`config.mk`:
```
export PLATFORM = sky130hd
export DESIGN_NAME = periodic_timer_table
export DESIGN_NICKNAME = d
export VERILOG_FILES = /design/src/rtl/core/ptt_pkg.sv /design/src/rtl/core/ptt_alu.sv /design/src/rtl/core/ptt_store.sv /design/src/rtl/core/ptt_seq.sv /design/src/rtl/core/periodic_timer_table.sv
export VERILOG_INCLUDE_DIRS = /design/src /design/src/rtl/core
export SDC_FILE = /design/constraint.sdc
export NUM_CORES = 1
export LEC_CHECK = 0
export BUFFER_PORTS_ARGS = -buffer_cell sky130_fd_sc_hd__clkbuf_2
export CAP_MARGIN = 40
export CORE_ASPECT_RATIO = 1.4
export CORE_MARGIN = 1.5
export CORE_UTILIZATION = 25
export DETAILED_ROUTE_END_ITERATION = 10
export GPL_TIMING_DRIVEN = 0
export PLACE_DENSITY = 0.41
export SYNTH_ARGS = -nofsm -noshare
export SYNTH_HDL_FRONTEND = slang
export SYNTH_SLANG_ARGS = --single-unit
```
`constraint.sdc`:
```
create_clock -name aclk -period 4.8 [get_ports aclk]
set_input_delay 0.48 -clock aclk [delete_from_list [all_inputs] [get_ports aclk]]
set_output_delay 0.48 -clock aclk [all_outputs]
set_load 0.02 [all_outputs]
```
`src/rtl/core/periodic_timer_table_macros.svh`:
```
// ----------------------------------------------------------------------------
// Periodic timer table assertion macros
// Assertion wrappers used by the timer table sequencer. They compile away in
// synthesis builds.
// ----------------------------------------------------------------------------
`ifndef PERIODIC_TIMER_TABLE_MACROS_SVH
`define PERIODIC_TIMER_TABLE_MACROS_SVH

`ifndef SYNTH
// Same-cycle implication, checked outside reset.
`define PTT_ASSERT_NOW(label, clk, rstn, ante, cons, msg) \
    label: assert property (@(posedge clk) disable iff (!rstn) (ante) |-> (cons)) \
        else $error(msg);
// Next-cycle implication, checked outside reset.
`define PTT_ASSERT_NEXT(label, clk, rstn, ante, cons, msg) \
    label: assert property (@(posedge clk) disable iff (!rstn) (ante) |=> (cons)) \
        else $error(msg);
`else
`define PTT_ASSERT_NOW(label, clk, rstn, ante, cons, msg)
`define PTT_ASSERT_NEXT(label, clk, rstn, ante, cons, msg)
`endif

`endif

```
`src/rtl/core/ptt_pkg.sv`:
```
// ----------------------------------------------------------------------------
// Periodic timer table package
// Opcodes, status codes, sequencer states and shared types.
// ----------------------------------------------------------------------------
package ptt_pkg;

    // Fixed field widths of the stream items.
    localparam int PTT_TICK_W = 32;
    localparam int PTT_TIDX_W = 3;
    localparam int PTT_OP_W   = 3;

    // A service item reports at most this many fired timers.
    localparam int PTT_OUT_MAX = 8;
    localparam int PTT_SVC_W   = 3;

    typedef enum logic [PTT_OP_W-1:0] {
        OP_ADD     = 3'd0,
        OP_START   = 3'd1,
        OP_STOP    = 3'd2,
        OP_TICK    = 3'd3,
        OP_SERVICE = 3'd4
    } ptt_opcode_t;

    typedef enum logic [1:0] {
        STAT_OK     = 2'd0,
        STAT_FULL   = 2'd1,
        STAT_UNUSED = 2'd2
    } ptt_status_t;

    // Operations of the shared arithmetic unit.
    typedef enum logic [1:0] {
        ALU_ADD   = 2'd0,
        ALU_LE    = 2'd1,
        ALU_GUARD = 2'd2
    } ptt_alu_op_t;

    typedef enum logic [3:0] {
        ST_IDLE,
        ST_DISPATCH,
        ST_ADD_GUARD,
        ST_ADD_WRITE,
        ST_TICK_READ,
        ST_TICK_CMP,
        ST_TICK_GUARD,
        ST_TICK_RELOAD,
        ST_TICK_INC,
        ST_SWEEP_READ,
        ST_SWEEP_WRITE,
        ST_SVC_SCAN,
        ST_EMIT
    } ptt_state_t;

    // Control of the timer memories.
    typedef struct packed {
        logic rd_en;
        logic wr_period;
        logic wr_expiry;
    } ptt_mem_ctl_t;

endpackage

```
`src/rtl/core/ptt_alu.sv`:
```
// ----------------------------------------------------------------------------
// Timer table arithmetic unit
// One 34-bit adder shared by the expiry reload, the expiry compare and the
// wrap guard test.
// ----------------------------------------------------------------------------
module ptt_alu #(
    parameter logic [31:0] TICK_LIMIT = 32'hFFFF_FFFF
) (
    input  ptt_pkg::ptt_alu_op_t              op,
    input  logic [ptt_pkg::PTT_TICK_W-1:0]    a,
    input  logic [ptt_pkg::PTT_TICK_W-1:0]    b,
    output logic [ptt_pkg::PTT_TICK_W-1:0]    res,
    output logic                              flag
);
    import ptt_pkg::*;

    localparam int SUM_W = PTT_TICK_W + 2;
    localparam logic [SUM_W-1:0] LIMIT_EXT = {2'b00, TICK_LIMIT};

    logic [SUM_W-1:0] opx;
    logic [SUM_W-1:0] opy;
    logic             cin;
    logic [SUM_W-1:0] sum;

    // Operand selection: add is a + b, compare is b - a, guard is 2a + b.
    always_comb begin
        opx = {2'b00, a};
        opy = {2'b00, b};
        cin = 1'b0;
        case (op)
            ALU_ADD: begin
                opx = {2'b00, a};
            end
            ALU_LE: begin
                opx = {2'b00, b};
                opy = ~{2'b00, a};
                cin = 1'b1;
            end
            ALU_GUARD: begin
                opx = {1'b0, a, 1'b0};
            end
            default: begin
                opx = {2'b00, a};
            end
        endcase
    end

    assign sum = opx + opy + SUM_W'(cin);
    assign res = sum[PTT_TICK_W-1:0];

    // Compare: a <= b when b - a does not borrow.
    // Guard: limit - tick < 2 * period is the same as tick + 2 * period > limit.
    always_comb begin
        case (op)
            ALU_LE:    flag = ~sum[SUM_W-1];
            ALU_GUARD: flag = (sum > LIMIT_EXT);
            default:   flag = 1'b0;
        endcase
    end

endmodule

```
`src/rtl/core/ptt_store.sv`:
```
// ----------------------------------------------------------------------------
// Timer table storage
// Period and expiry memories, one shared address, registered read data.
// ----------------------------------------------------------------------------
module ptt_store #(
    parameter int TIMER_SLOTS = 8,
    parameter int IDX_W       = 3
) (
    input  logic                              aclk,
    input  ptt_pkg::ptt_mem_ctl_t             ctl,
    input  logic [IDX_W-1:0]                  addr,
    input  logic [ptt_pkg::PTT_TICK_W-1:0]    wdata_period,
    input  logic [ptt_pkg::PTT_TICK_W-1:0]    wdata_expiry,
    output logic [ptt_pkg::PTT_TICK_W-1:0]    rd_period,
    output logic [ptt_pkg::PTT_TICK_W-1:0]    rd_expiry
);
    import ptt_pkg::*;

    logic [PTT_TICK_W-1:0] period_mem [TIMER_SLOTS];
    logic [PTT_TICK_W-1:0] expiry_mem [TIMER_SLOTS];
    logic [PTT_TICK_W-1:0] rd_period_reg;
    logic [PTT_TICK_W-1:0] rd_expiry_reg;

    // Write ports.
    always_ff @(posedge aclk) begin
        if (ctl.wr_period) begin
            period_mem[addr] <= wdata_period;
        end
        if (ctl.wr_expiry) begin
            expiry_mem[addr] <= wdata_expiry;
        end
    end

    // Registered read port; the data holds until the next read.
    always_ff @(posedge aclk) begin
        if (ctl.rd_en) begin
            rd_period_reg <= period_mem[addr];
            rd_expiry_reg <= expiry_mem[addr];
        end
    end

    assign rd_period = rd_period_reg;
    assign rd_expiry = rd_expiry_reg;

endmodule

```
`src/rtl/core/ptt_seq.sv`:
```
// ----------------------------------------------------------------------------
// Timer table sequencer
// Decodes each item, walks the timer slots through the shared arithmetic
// unit and the memories, and drives the result register.
// ----------------------------------------------------------------------------
`include "periodic_timer_table_macros.svh"

module ptt_seq #(
    parameter int TIMER_SLOTS = 8,
    parameter int IDX_W       = 3,
    parameter int CNT_W       = 4
) (
    input  logic                              aclk,
    input  logic                              aresetn,
    // Input item
    input  logic                              s_tvalid,
    output logic                              s_tready,
    input  logic [ptt_pkg::PTT_OP_W-1:0]      s_opcode,
    input  logic [ptt_pkg::PTT_TICK_W-1:0]    s_period,
    input  logic [ptt_pkg::PTT_TIDX_W-1:0]    s_slot,
    // Memories
    output ptt_pkg::ptt_mem_ctl_t             mem_ctl,
    output logic [IDX_W-1:0]                  mem_addr,
    output logic [ptt_pkg::PTT_TICK_W-1:0]    mem_wdata_period,
    output logic [ptt_pkg::PTT_TICK_W-1:0]    mem_wdata_expiry,
    input  logic [ptt_pkg::PTT_TICK_W-1:0]    mem_rd_period,
    input  logic [ptt_pkg::PTT_TICK_W-1:0]    mem_rd_expiry,
    // Shared arithmetic unit
    output ptt_pkg::ptt_alu_op_t              alu_op,
    output logic [ptt_pkg::PTT_TICK_W-1:0]    alu_a,
    output logic [ptt_pkg::PTT_TICK_W-1:0]    alu_b,
    input  logic [ptt_pkg::PTT_TICK_W-1:0]    alu_res,
    input  logic                              alu_flag,
    // Result item
    output logic                              m_tvalid,
    input  logic                              m_tready,
    output ptt_pkg::ptt_status_t              m_status,
    output logic [ptt_pkg::PTT_TIDX_W-1:0]    m_timer_index,
    output logic                              m_fired_valid,
    output logic                              m_last,
    output logic [ptt_pkg::PTT_TICK_W-1:0]    m_tick_now
);
    import ptt_pkg::*;

    localparam int CMP_W = (CNT_W > PTT_TIDX_W) ? CNT_W : PTT_TIDX_W;

    // Sequencer and item registers
    ptt_state_t               state_reg,  state_next;
    ptt_state_t               ret_reg,    ret_next;
    logic [PTT_OP_W-1:0]      opcode_reg, opcode_next;
    logic [PTT_TICK_W-1:0]    arg_period_reg, arg_period_next;
    logic [PTT_TIDX_W-1:0]    slot_reg,   slot_next;
    logic [CNT_W-1:0]         walk_reg,   walk_next;
    logic [CNT_W-1:0]         sweep_reg,  sweep_next;
    logic [PTT_SVC_W-1:0]     svc_n_reg,  svc_n_next;
    ptt_status_t              emit_status_reg, emit_status_next;
    logic [PTT_TIDX_W-1:0]    emit_idx_reg,    emit_idx_next;

    // Timer state
    logic [PTT_TICK_W-1:0]    tick_reg,   tick_next;
    logic [CNT_W-1:0]         slots_used_reg, slots_used_next;
    logic [TIMER_SLOTS-1:0]   enable_reg, enable_next;
    logic [TIMER_SLOTS-1:0]   fired_reg,  fired_next;

    // Result register
    logic                     out_valid_reg;
    ptt_status_t              out_status_reg;
    logic [PTT_TIDX_W-1:0]    out_idx_reg;
    logic                     out_fired_reg;
    logic                     out_last_reg;
    logic [PTT_TICK_W-1:0]    out_tick_reg;

    logic                     out_free;
    logic                     out_load;
    ptt_status_t              load_status;
    logic [PTT_TIDX_W-1:0]    load_idx;
    logic                     load_fired;
    logic                     load_last;

    logic                     in_accept;
    logic                     slot_in_use;
    logic                     more_fired;
    logic [IDX_W-1:0]         walk_idx;
    logic [IDX_W-1:0]         sweep_idx;
    logic [IDX_W-1:0]         new_idx;
    logic [IDX_W-1:0]         slot_idx;

    assign s_tready    = (state_reg == ST_IDLE);
    assign in_accept   = s_tvalid && s_tready;
    assign out_free    = !out_valid_reg || m_tready;
    assign walk_idx    = IDX_W'(walk_reg);
    assign sweep_idx   = IDX_W'(sweep_reg);
    assign new_idx     = IDX_W'(slots_used_reg);
    assign slot_idx    = IDX_W'(slot_reg);
    assign slot_in_use = (CMP_W'(slot_reg) < CMP_W'(slots_used_reg));

    // Any flagged slot in use above the current walk position.
    always_comb begin
        more_fired = 1'b0;
        for (int k = 0; k < TIMER_SLOTS; k++) begin
            if ((CNT_W'(k) < slots_used_reg) && (CNT_W'(k) > walk_reg) && fired_reg[k]) begin
                more_fired = 1'b1;
            end
        end
    end

    // Control registers
    always_ff @(posedge aclk) begin
        if (!aresetn) begin
            state_reg      <= ST_IDLE;
            tick_reg       <= '0;
            slots_used_reg <= '0;
        end else begin
            state_reg      <= state_next;
            tick_reg       <= tick_next;
            slots_used_reg <= slots_used_next;
        end
    end

    // Working registers and per-slot bits
    always_ff @(posedge aclk) begin
        ret_reg         <= ret_next;
        opcode_reg      <= opcode_next;
        arg_period_reg  <= arg_period_next;
        slot_reg        <= slot_next;
        walk_reg        <= walk_next;
        sweep_reg       <= sweep_next;
        svc_n_reg       <= svc_n_next;
        emit_status_reg <= emit_status_next;
        emit_idx_reg    <= emit_idx_next;
        enable_reg      <= enable_next;
        fired_reg       <= fired_next;
    end

    // Next state and datapath control
    always_comb begin
        state_next       = state_reg;
        ret_next         = ret_reg;
        opcode_next      = opcode_reg;
        arg_period_next  = arg_period_reg;
        slot_next        = slot_reg;
        walk_next        = walk_reg;
        sweep_next       = sweep_reg;
        svc_n_next       = svc_n_reg;
        emit_status_next = emit_status_reg;
        emit_idx_next    = emit_idx_reg;
        tick_next        = tick_reg;
        slots_used_next  = slots_used_reg;
        enable_next      = enable_reg;
        fired_next       = fired_reg;

        mem_ctl          = '0;
        mem_addr         = walk_idx;
        mem_wdata_period = arg_period_reg;
        mem_wdata_expiry = alu_res;

        alu_op           = ALU_ADD;
        alu_a            = arg_period_reg;
        alu_b            = tick_reg;

        out_load         = 1'b0;
        load_status      = emit_status_reg;
        load_idx         = emit_idx_reg;
        load_fired       = 1'b0;
        load_last        = 1'b1;

        case (state_reg)
            ST_IDLE: begin
                if (in_accept) begin
                    opcode_next     = s_opcode;
                    arg_period_next = s_period;
                    slot_next       = s_slot;
                    state_next      = ST_DISPATCH;
                end
            end

            ST_DISPATCH: begin
                emit_status_next = STAT_OK;
                emit_idx_next    = '0;
                walk_next        = '0;
                svc_n_next       = '0;
                case (opcode_reg)
                    OP_ADD: begin
                        if (slots_used_reg == CNT_W'(TIMER_SLOTS)) begin
                            emit_status_next = STAT_FULL;
                            state_next       = ST_EMIT;
                        end else begin
                            enable_next[new_idx] = 1'b0;
                            fired_next[new_idx]  = 1'b0;
                            state_next           = ST_ADD_GUARD;
                        end
                    end
                    OP_START, OP_STOP: begin
                        if (slot_in_use) begin
                            enable_next[slot_idx] = (opcode_reg == OP_START);
                        end else begin
                            emit_status_next = STAT_UNUSED;
                        end
                        state_next = ST_EMIT;
                    end
                    OP_TICK: begin
                        state_next = ST_TICK_READ;
                    end
                    OP_SERVICE: begin
                        state_next = ST_SVC_SCAN;
                    end
                    default: begin
                        state_next = ST_EMIT;
                    end
                endcase
            end

            // Wrap guard ahead of the new timer's expiry.
            ST_ADD_GUARD: begin
                alu_op = ALU_GUARD;
                if (alu_flag) begin
                    tick_next  = '0;
                    sweep_next = '0;
                    ret_next   = ST_ADD_WRITE;
                    state_next = ST_SWEEP_READ;
                end else begin
                    state_next = ST_ADD_WRITE;
                end
            end

            // Store period and first expiry in the next free slot.
            ST_ADD_WRITE: begin
                alu_op              = ALU_ADD;
                mem_addr            = new_idx;
                mem_ctl.wr_period   = 1'b1;
                mem_ctl.wr_expiry   = 1'b1;
                slots_used_next     = slots_used_reg + 1'b1;
                emit_idx_next       = PTT_TIDX_W'(new_idx);
                state_next          = ST_EMIT;
            end

            ST_TICK_READ: begin
                if (walk_reg == slots_used_reg) begin
                    state_next = ST_TICK_INC;
                end else begin
                    mem_ctl.rd_en = 1'b1;
                    state_next    = ST_TICK_CMP;
                end
            end

            // Expiry compare against the current tick.
            ST_TICK_CMP: begin
                alu_op          = ALU_LE;
                alu_a           = mem_rd_expiry;
                arg_period_next = mem_rd_period;
                if (enable_reg[walk_idx] && alu_flag) begin
                    fired_next[walk_idx] = 1'b1;
                    state_next           = ST_TICK_GUARD;
                end else begin
                    walk_next  = walk_reg + 1'b1;
                    state_next = ST_TICK_READ;
                end
            end

            ST_TICK_GUARD: begin
                alu_op = ALU_GUARD;
                if (alu_flag) begin
                    tick_next  = '0;
                    sweep_next = '0;
                    ret_next   = ST_TICK_RELOAD;
                    state_next = ST_SWEEP_READ;
                end else begin
                    state_next = ST_TICK_RELOAD;
                end
            end

            ST_TICK_RELOAD: begin
                alu_op            = ALU_ADD;
                mem_ctl.wr_expiry = 1'b1;
                walk_next         = walk_reg + 1'b1;
                state_next        = ST_TICK_READ;
            end

            ST_TICK_INC: begin
                alu_op     = ALU_ADD;
                alu_a      = PTT_TICK_W'(1);
                tick_next  = alu_res;
                state_next = ST_EMIT;
            end

            // Wrap: every used slot restarts from its period.
            ST_SWEEP_READ: begin
                mem_addr = sweep_idx;
                if (sweep_reg == slots_used_reg) begin
                    state_next = ret_reg;
                end else begin
                    mem_ctl.rd_en = 1'b1;
                    state_next    = ST_SWEEP_WRITE;
                end
            end

            ST_SWEEP_WRITE: begin
                mem_addr          = sweep_idx;
                mem_ctl.wr_expiry = 1'b1;
                mem_wdata_expiry  = mem_rd_period;
                sweep_next        = sweep_reg + 1'b1;
                state_next        = ST_SWEEP_READ;
            end

            // Report flagged slots, lowest first, one item per flagged slot, at most PTT_OUT_MAX.
            ST_SVC_SCAN: begin
                if (walk_reg == slots_used_reg) begin
                    state_next = (svc_n_reg == '0) ? ST_EMIT : ST_IDLE;
                end else if (fired_reg[walk_idx]) begin
                    if (out_free) begin
                        out_load             = 1'b1;
                        load_status          = STAT_OK;
                        load_idx             = PTT_TIDX_W'(walk_idx);
                        load_fired           = 1'b1;
                        load_last            = (svc_n_reg == PTT_SVC_W'(PTT_OUT_MAX - 1))
                                               || !more_fired;
                        fired_next[walk_idx] = 1'b0;
                        svc_n_next           = svc_n_reg + 1'b1;
                        walk_next            = walk_reg + 1'b1;
                        if (load_last) begin
                            state_next = ST_IDLE;
                        end
                    end
                end else begin
                    walk_next = walk_reg + 1'b1;
                end
            end

            ST_EMIT: begin
                if (out_free) begin
                    out_load   = 1'b1;
                    state_next = ST_IDLE;
                end
            end

            default: begin
                state_next = ST_IDLE;
            end
        endcase
    end

    // Result register: holds one item until it is taken.
    always_ff @(posedge aclk) begin
        if (!aresetn) begin
            out_valid_reg <= 1'b0;
        end else if (out_load) begin
            out_valid_reg <= 1'b1;
        end else if (m_tready) begin
            out_valid_reg <= 1'b0;
        end
    end

    always_ff @(posedge aclk) begin
        if (out_load) begin
            out_status_reg <= load_status;
            out_idx_reg    <= load_idx;
            out_fired_reg  <= load_fired;
            out_last_reg   <= load_last;
            out_tick_reg   <= tick_reg;
        end
    end

    assign m_tvalid      = out_valid_reg;
    assign m_status      = out_status_reg;
    assign m_timer_index = out_idx_reg;
    assign m_fired_valid = out_fired_reg;
    assign m_last        = out_last_reg;
    assign m_tick_now    = out_tick_reg;

    // Checks on the sequencer.
    `PTT_ASSERT_NOW(a_slots_bound, aclk, aresetn, 1'b1, slots_used_reg <= CNT_W'(TIMER_SLOTS), "slot count above table size")
    `PTT_ASSERT_NOW(a_load_free, aclk, aresetn, out_load, !out_valid_reg || m_tready, "result register overwritten")
    `PTT_ASSERT_NEXT(a_accept_busy, aclk, aresetn, in_accept, state_reg == ST_DISPATCH, "accepted item not dispatched")
    `PTT_ASSERT_NOW(a_sweep_bound, aclk, aresetn, state_reg == ST_SWEEP_WRITE, sweep_reg < slots_used_reg, "sweep past used slots")

endmodule

```
`src/rtl/core/periodic_timer_table.sv`:
```
// ----------------------------------------------------------------------------
// Periodic timer table
// Up to TIMER_SLOTS periodic timers sharing one tick counter, with add,
// start, stop, tick and service commands.
// ----------------------------------------------------------------------------
//  channel  | direction | tdata (low bit up)                 | tuser       | tlast
//  s_       | in        | period_ticks[31:0], slot_index[2:0] | opcode[2:0] | -
//  m_       | out       | status[1:0], timer_index[2:0],      | fired_valid | last
//           |           | tick_now[31:0]                      |             |
//
// A tick walks the N used slots and reloads each timer that fires. An add or a
// tick also sweeps the table whenever the wrap guard restarts it. A service
// scans the used slots. The single memory read port sets the walk speed.
// Reset clears the tick counter, the slot count and the sequencer; the
// memories need no clearing pass. The next item is taken once the last
// result of the current one sits in the output register; a stalled m_
// channel holds the sequencer before each further result.
// ----------------------------------------------------------------------------
module periodic_timer_table #(
    parameter int          TIMER_SLOTS = 8,
    parameter logic [31:0] TICK_LIMIT  = 32'hFFFF_FFFF
) (
    input  logic        aclk,
    input  logic        aresetn,
    input  logic        s_tvalid,
    output logic        s_tready,
    input  logic [39:0] s_tdata,   // period_ticks[31:0], slot_index[34:32]
    input  logic [2:0]  s_tuser,   // opcode[2:0]
    output logic        m_tvalid,
    input  logic        m_tready,
    output logic [39:0] m_tdata,   // status[1:0], timer_index[4:2], tick_now[36:5]
    output logic [0:0]  m_tuser,   // fired_valid[0]
    output logic        m_tlast
);
    import ptt_pkg::*;

    localparam int IDX_W = (TIMER_SLOTS > 1) ? $clog2(TIMER_SLOTS) : 1;
    localparam int CNT_W = $clog2(TIMER_SLOTS + 1);

    ptt_mem_ctl_t            mem_ctl;
    logic [IDX_W-1:0]        mem_addr;
    logic [PTT_TICK_W-1:0]   mem_wdata_period;
    logic [PTT_TICK_W-1:0]   mem_wdata_expiry;
    logic [PTT_TICK_W-1:0]   mem_rd_period;
    logic [PTT_TICK_W-1:0]   mem_rd_expiry;
    ptt_alu_op_t             alu_op;
    logic [PTT_TICK_W-1:0]   alu_a;
    logic [PTT_TICK_W-1:0]   alu_b;
    logic [PTT_TICK_W-1:0]   alu_res;
    logic                    alu_flag;
    ptt_status_t             out_status;
    logic [PTT_TIDX_W-1:0]   out_idx;
    logic                    out_fired;
    logic [PTT_TICK_W-1:0]   out_tick;

    ptt_seq #(
        .TIMER_SLOTS (TIMER_SLOTS),
        .IDX_W       (IDX_W),
        .CNT_W       (CNT_W)
    ) u_seq (
        .aclk             (aclk),
        .aresetn          (aresetn),
        .s_tvalid         (s_tvalid),
        .s_tready         (s_tready),
        .s_opcode         (s_tuser),
        .s_period         (s_tdata[31:0]),
        .s_slot           (s_tdata[34:32]),
        .mem_ctl          (mem_ctl),
        .mem_addr         (mem_addr),
        .mem_wdata_period (mem_wdata_period),
        .mem_wdata_expiry (mem_wdata_expiry),
        .mem_rd_period    (mem_rd_period),
        .mem_rd_expiry    (mem_rd_expiry),
        .alu_op           (alu_op),
        .alu_a            (alu_a),
        .alu_b            (alu_b),
        .alu_res          (alu_res),
        .alu_flag         (alu_flag),
        .m_tvalid         (m_tvalid),
        .m_tready         (m_tready),
        .m_status         (out_status),
        .m_timer_index    (out_idx),
        .m_fired_valid    (out_fired),
        .m_last           (m_tlast),
        .m_tick_now       (out_tick)
    );

    ptt_alu #(
        .TICK_LIMIT (TICK_LIMIT)
    ) u_alu (
        .op   (alu_op),
        .a    (alu_a),
        .b    (alu_b),
        .res  (alu_res),
        .flag (alu_flag)
    );

    ptt_store #(
        .TIMER_SLOTS (TIMER_SLOTS),
        .IDX_W       (IDX_W)
    ) u_store (
        .aclk         (aclk),
        .ctl          (mem_ctl),
        .addr         (mem_addr),
        .wdata_period (mem_wdata_period),
        .wdata_expiry (mem_wdata_expiry),
        .rd_period    (mem_rd_period),
        .rd_expiry    (mem_rd_expiry)
    );

    // Result packing.
    assign m_tdata = {3'b000, out_tick, out_idx, out_status};
    assign m_tuser = out_fired;

endmodule

```
-- Word-level counts from Yosys, hierarchy flattened
Memories as Yosys holds them, arrays and structs flattened. A register that Yosys moved wholly into a read port is not among the register bits.
Index checks and enable logic that the tools add are counted.
Widths: inputs -> output; s select.
- logic and storage cells: 254
- output and inout bits: 44
- input bits: 47
- bits in writable memories: 512
- memories: 2
- register bits: 154
- memories (memory ; depth ; width ; rd ports ; clocked after Yosys merged registers in ; write ports ; RTL line ; RTL):
    u_store.expiry_mem ; 8 ; 32 ; 1 ; 1 ; 1 ; ptt_store.sv:20 ; logic [PTT_TICK_W-1:0] expiry_mem [TIMER_SLOTS];
    u_store.period_mem ; 8 ; 32 ; 1 ; 1 ; 1 ; ptt_store.sv:19 ; logic [PTT_TICK_W-1:0] period_mem [TIMER_SLOTS];
- reductions and logical operators: 54
- bitwise gates (word level): 11
- order comparisons: 24
- equality and inequality tests: 40
- $add $sub $neg: 6
- multiplexer cells: 97
- operators by type and width (kind ; count):
    $pmux 32 s2 ; 3
    $mux 32 ; 3
    $mux 4 ; 19
    $pmux 33 s2 ; 1
    $mux 8 ; 8
    $pmux 4 s12 ; 1
    $add 33x34->34 ; 1
    $add 34x1->34 ; 1
    $gt 34x32->1 const B ; 1
    $mux 34 ; 1
    $not 32->34 ; 1
    $mux 1 ; 28
    $and 8x8->8 ; 3
    $eq 4x4->1 const B ; 6
    $pmux 8 s3 ; 1
    $logic_and 1x1->1 ; 21
    $mux 3 ; 7
    $pmux 3 s2 ; 3
    $eq 4x3->1 const B ; 4
    $gt 3x4->1 const A ; 4
    $lt 3x4->1 const A ; 4
    $ne 2x1->1 const B ; 8
    $not 8->8 ; 2
    $pmux 4 s2 ; 2
    other kinds (46) ; 99

-- Longest topological paths before layout
- word-level depth: 18
- mapped depth: 26
- mapped depth without buffers: 21

-- Modules after synthesis
From an unflattened synthesis, not the netlist that was laid out.
- cells, all modules: 2205
- area, all modules: 32401.1 sq um
- by module, submodules not included (module ; cells each ; seq. area each (sq um) ; times used ; area each (sq um)):
    ptt_store ; 829 ; 17296.6 ; 1 ; 21469.3
    ptt_seq ; 887 ; 4124.0 ; 1 ; 7891.3
    ptt_alu ; 485 ; 0.0 ; 1 ; 3014.1
    periodic_timer_table ; 4 ; 0.0 ; 1 ; 26.3

-- Worst setup path after synthesis
No wires, ideal clock.
- path type: reg2reg
- start point: reg u_seq.state_reg[1]
- end point: reg u_seq.tick_reg[22] (netlist: u_seq.alu_b[22])
- library setup time: 0.136 ns
- buffers on the path: 4
- clock period less this slack: 5.178 ns
- cell stages (with the launch flop): 26
- data required time: 4.664 ns
- path slack: -0.378 ns
- arrival: 5.041 ns
- cell sequence: dfxtp_1 -> buf_2 -> nand2b_1 -> nor2_1 -> inv_2 -> nand2_1 -> nor2_1 -> clkbuf_1 -> a222oi_1 -> inv_1 -> ha_1 -> a21oi_1 -> o21ai_0 -> a221oi_1 -> nand2_1 -> a211o_1 -> a41oi_1 -> o21ai_0 -> ha_1 -> nor2_1 -> and2_1 -> a21oi_1 -> a21bo_2 -> clkbuf_1 -> clkbuf_1 -> o22ai_1
- cells in the longest elaborated chain, start to end: 11
- elaborated cells between the ends (all ways): 22
- those cells by class: add/sub: 2; order compare: 1; eq/ne: 7; mux: 7; bitwise: 2; reduce/logical: 3
- ends and longest elaborated chain (item ; RTL line ; RTL):
    start, declared ; ptt_seq.sv:48 ; ptt_state_t state_reg, state_next;
    start signal, assigned ; ptt_seq.sv:114 ; state_reg <= state_next;
    $eq 4x2->1 or $eq 4x3->1 (tied branches) ; ptt_seq.sv:167 ; case (state_reg)
    $reduce_or 2->1 (no line) ; - ;
    $pmux 2 s2 ; ptt_seq.sv:167 ;
    $eq 2x2->1 or $eq 2x1->1 (tied branches) ; ptt_alu.sv:30, ptt_alu.sv:54 ;
    $pmux 33 s2 or $mux 34 (tied branches) ; ptt_alu.sv:30 ; case (op)
    $add 33x34->34 ; ptt_alu.sv:48 ; assign sum = opx + opy + SUM_W'(cin);
    $add 34x1->34 ; ptt_alu.sv:48 ;
    $gt 34x32->1 or $not 1->1 (tied branches) ; ptt_alu.sv:56, ptt_alu.sv:55 ;
    $pmux 1 s2 ; ptt_alu.sv:54 ; case (op)
    $ne 2x1->1 (no line) ; - ;
    $reduce_and 2->1 (no line) ; - ;
    end signal, assigned ; ptt_seq.sv:115 ; tick_reg <= tick_next;
    end, declared ; ptt_seq.sv:60 ; logic [PTT_TICK_W-1:0] tick_reg, tick_next;
Parallel ways exist; a longest one is shown, timed or not.
A chain may end at the register's enable or synchronous reset.

-- Final worst setup path
- start point: reg u_seq.state_reg[3]
- end point: reg u_seq.tick_reg[14] (netlist: u_seq.alu_b[14])
The elaborated chain is that of the path after synthesis.

==> flow_metrics.env <==
export IMPL_viasPerCell=5.054
export IMPL_p_leak_nw=12.24
export IMPL_layout_nets=2495
export IMPL_ios=91
export IMPL_grt_util_all_layers_pct=19.03
export IMPL_antenna_found_initial=2
export IMPL_status="finished, final reports clean"
export IMPL_period_needed_ns=4.721
export IMPL_power_density_nw_per_um2=662.0
export IMPL_synth_area_um2=29880
export IMPL_reg2reg_from="u_seq.state_reg[3]$_SDFFE_PN0P_"
export IMPL_place_inst=3878
export IMPL_rows=149
export IMPL_ys_flop_type="edfxtp_1"
export IMPL_grt_first_pass_wirelength_um=160000
export IMPL_final_setup_viol_count=0
export IMPL_seq_area_frac_synth_pct=71.69
export IMPL_cts_root_buf="clkbuf_16"
export IMPL_syn_inst=2131
export IMPL_drive_gt1_share_pct=19.31
export IMPL_crit_buf_inv=5
export IMPL_setup_ws_ns=0.07949
export IMPL_cp_cell_sequence="clkbuf_8 > nor2b_4 > nand2_4 > nand2_4 > nor2_4 > buf_4 > buf_6 > a222oi_1 > inv_1 > ha_4 > a211oi_2 > o211ai_1 > o21ai_2 > nand2_2 > a211o_1 > a41oi_2 > o21ai_2 > ha_2 > nor2_2 > and2_4 > a21oi_1 > a21bo_4 > buf_4 > a21oi_1"
export IMPL_dpl_cell_area_um2=33500
export IMPL_port_buffers=81
export IMPL_drt_iter0_markers=2177
export IMPL_rsz0062_at_grt="true"
export IMPL_path_delay_family="compound AO/OA/AOI/OAI gates"
export IMPL_diodes=0
export IMPL_grt_overflow_total=0
export IMPL_synth_seq_cells=727
export IMPL_dieWidth_um=295.2
export IMPL_final_common_cell="edfxtp_1"
export IMPL_design_area_um2=36850
export IMPL_ir_drop_mv=0.3055
export IMPL_maxCapViolations=0
export IMPL_die_area_um2=121600
export IMPL_period_share_pct=98.34
export IMPL_cp_end_kind="register"
export IMPL_cts_made_buffers=76
export IMPL_timing_fmax_mhz=211.8
export IMPL_syn_area_per_cell_um2=14.02
export IMPL_grt_max_degree=22
export IMPL_power_mw=24.39
export IMPL_die_y_um=412.1
export IMPL_routed_wl_um=116800
export IMPL_ys_warn_count=0
export IMPL_cts_max_level=3
export IMPL_core_area_um2=118200
export IMPL_path_max_fanout=10
export IMPL_synth_lib_cells_used_distinct=72
export IMPL_wl_per_cell_um=28.87
export IMPL_cts_tree="built"
export IMPL_initial_core_util_pct=25.28
export IMPL_relSlewSlack_pct=38.05
export IMPL_critPathMaxStageDelay_ns=0.38
export IMPL_fin_util_pct=31.18
export IMPL_syn2layout_area_growth_pct=23.32
export IMPL_cts_sinks=727
export IMPL_critPathSlowestCell="dfxtp_4"
export IMPL_hpwl_um=83320
export IMPL_clk_path_buf_depth=3
export IMPL_clock_latency_ns=0.69
export IMPL_instances_no_fill=4045
export IMPL_cp_startpoint="u_seq.state_reg[3]$_SDFFE_PN0P_"
export IMPL_vias=20450
export IMPL_ant_nets=0
export IMPL_critPathRequiredTime_ns=5.37
export IMPL_drc=0
export IMPL_final_max_slew_viol_count=0
export IMPL_finalHoldViolCount=0
export IMPL_start_kind="register"
export IMPL_grt_pass1_vias=20210
export IMPL_top_regs="u_store.expiry_mem x256, u_store.period_mem x256"
export IMPL_worstPathArrival_ns=5.29
export IMPL_worst_pin_slew_ns=0.9293
export IMPL_final_cell_mix="686 x edfxtp_1, 257 x a22oi_1, 225 x nand2_1, 93 x clkbuf_2, 91 x o21ai_0"
export IMPL_skew_ns=0.04945
export IMPL_path_clk_slew_ns=0.06
export IMPL_holdCritPathClass="in2reg"
export IMPL_gp_congestion=0.9265
export IMPL_synth_edf_count=686
export IMPL_preCtsSetupSlack_ns=-1.827
export IMPL_min_from="s_tdata[12]"
export IMPL_dr_pass1_iters=9
export IMPL_synthArstFlopShare_pct=0
export IMPL_worstSetupPathType="reg2reg"
## cell type report
type,instances,area [um2]
Timing Repair Buffer,202,1846
Clock buffer,89,1971
Buffer,120,591.8
Sequential cell,727,21430
Clock inverter,46,558.0
Fill cell,11930,81350
Multi-Input combinational cell,1227,8282
Inverter,49,188.9
Tap cell,1585,1983
## cells in the mapped netlist (all sizes together), types with 5 or more instances
cell / instances / share of area [%]
o22ai: 12 / 0.25
inv: 49 / 0.62
xor2: 26 / 0.76
nor4: 6 / 0.15
nand2: 229 / 2.9
nor3: 21 / 0.39
a32o: 7 / 0.23
nor2b: 25 / 0.52
edfxtp: 686 / 69
mux2: 6 / 0.23
mux2i: 6 / 0.20
o211ai: 5 / 0.13
xnor2: 19 / 0.56
dfxtp: 41 / 2.7
clkbuf: 85 / 1.1
a21boi: 7 / 0.18
a211oi: 8 / 0.20
nand4: 70 / 1.5
ha: 43 / 1.8
and2: 9 / 0.19
a21o: 12 / 0.30
a22oi: 257 / 6.5
and3: 14 / 0.29
nand3: 28 / 0.47
a21oi: 85 / 1.4
a222oi: 28 / 0.94
o21bai: 6 / 0.15
a31oi: 8 / 0.17
or2: 6 / 0.13
nor2: 98 / 1.3
o21ai: 104 / 1.7
or3: 6 / 0.13
buf: 45 / 0.74
nand2b: 13 / 0.27
nand3b: 7 / 0.18
a221oi: 6 / 0.22
## final timing paths
path	to	slack [ns]	cells after the start
worst min register to register	u_seq.m_tick_now[25]$_DFFE_PP_	0.51	0
worst min-delay path	u_seq.mem_wdata_period[12]$_DFFE_PP_	0.06	3
worst max register to register	u_seq.alu_b[14]$_SDFFE_PN0P_	0.08	24
worst max-delay path	u_seq.alu_b[14]$_SDFFE_PN0P_	0.08	24
## metal layers
layer	part of all wire (%)	vias to the layer above	track usage [%]	wire, um
met2	51	835	33.37	59090
li1	-	8903	-	-
met3	5.4	209	2.797	6312
met5	0.011	-	0	13
met4	5.4	2	9.072	6259
met1	39	10500	22.72	45090
## tightest hold or removal path, cell delays in order
cell and delay (ns):
clkbuf_2 0.07, nand2_1 0.04, nand2_1 0.05
## cell families (layout without fill, tap and decap cells)
family | after synthesis | count (layout) | synth area share, %
AO/OA/AOI/OAI | 579 | 579 | 13.42
XOR/XNOR | 45 | 45 | 1.319
adder cells (fa/ha/maj) | 45 | 45 | 1.935
buffers and inverters | 179 | 506 | 2.424
flip-flops | 727 | 727 | 71.69
multiplexers | 14 | 14 | 0.5778
other | 1 | 3 | 0.01255
AND/OR/NAND/NOR | 541 | 541 | 8.626
## metrics by stage
step / TNS [ns] / hold WS, ns
2_1_floorplan: 0 / 0.4505
3_3_place_gp: -1554.16 / 0.5036
3_5_place_dp: -176.58 / 0.5106
4_1_cts: 0 / 0.01419
5_1_grt: -0.4786 / 0.04227
6_report: 0 / 0.06436
## power by group
group / total (mW) / switching (mW) / internal (mW)
sequential: 9.87 / 0.887 / 8.98
clock: 6.07 / 2.66 / 3.41
combinational: 8.45 / 5.77 / 2.68
total: 24.4 / 9.31 / 15.1
## what timing repair did
item                                   in CTS  in global routing
endpoints found under the hold margin       6                  0
pin swaps                                  12                 32
setup buffers                              11                 24
cloned                                      0                  1
gates resized for setup                    87                 66
hold buffers                                6                  0
setup endpoints to repair                 262                183
(Power assumes the default switching activity.)
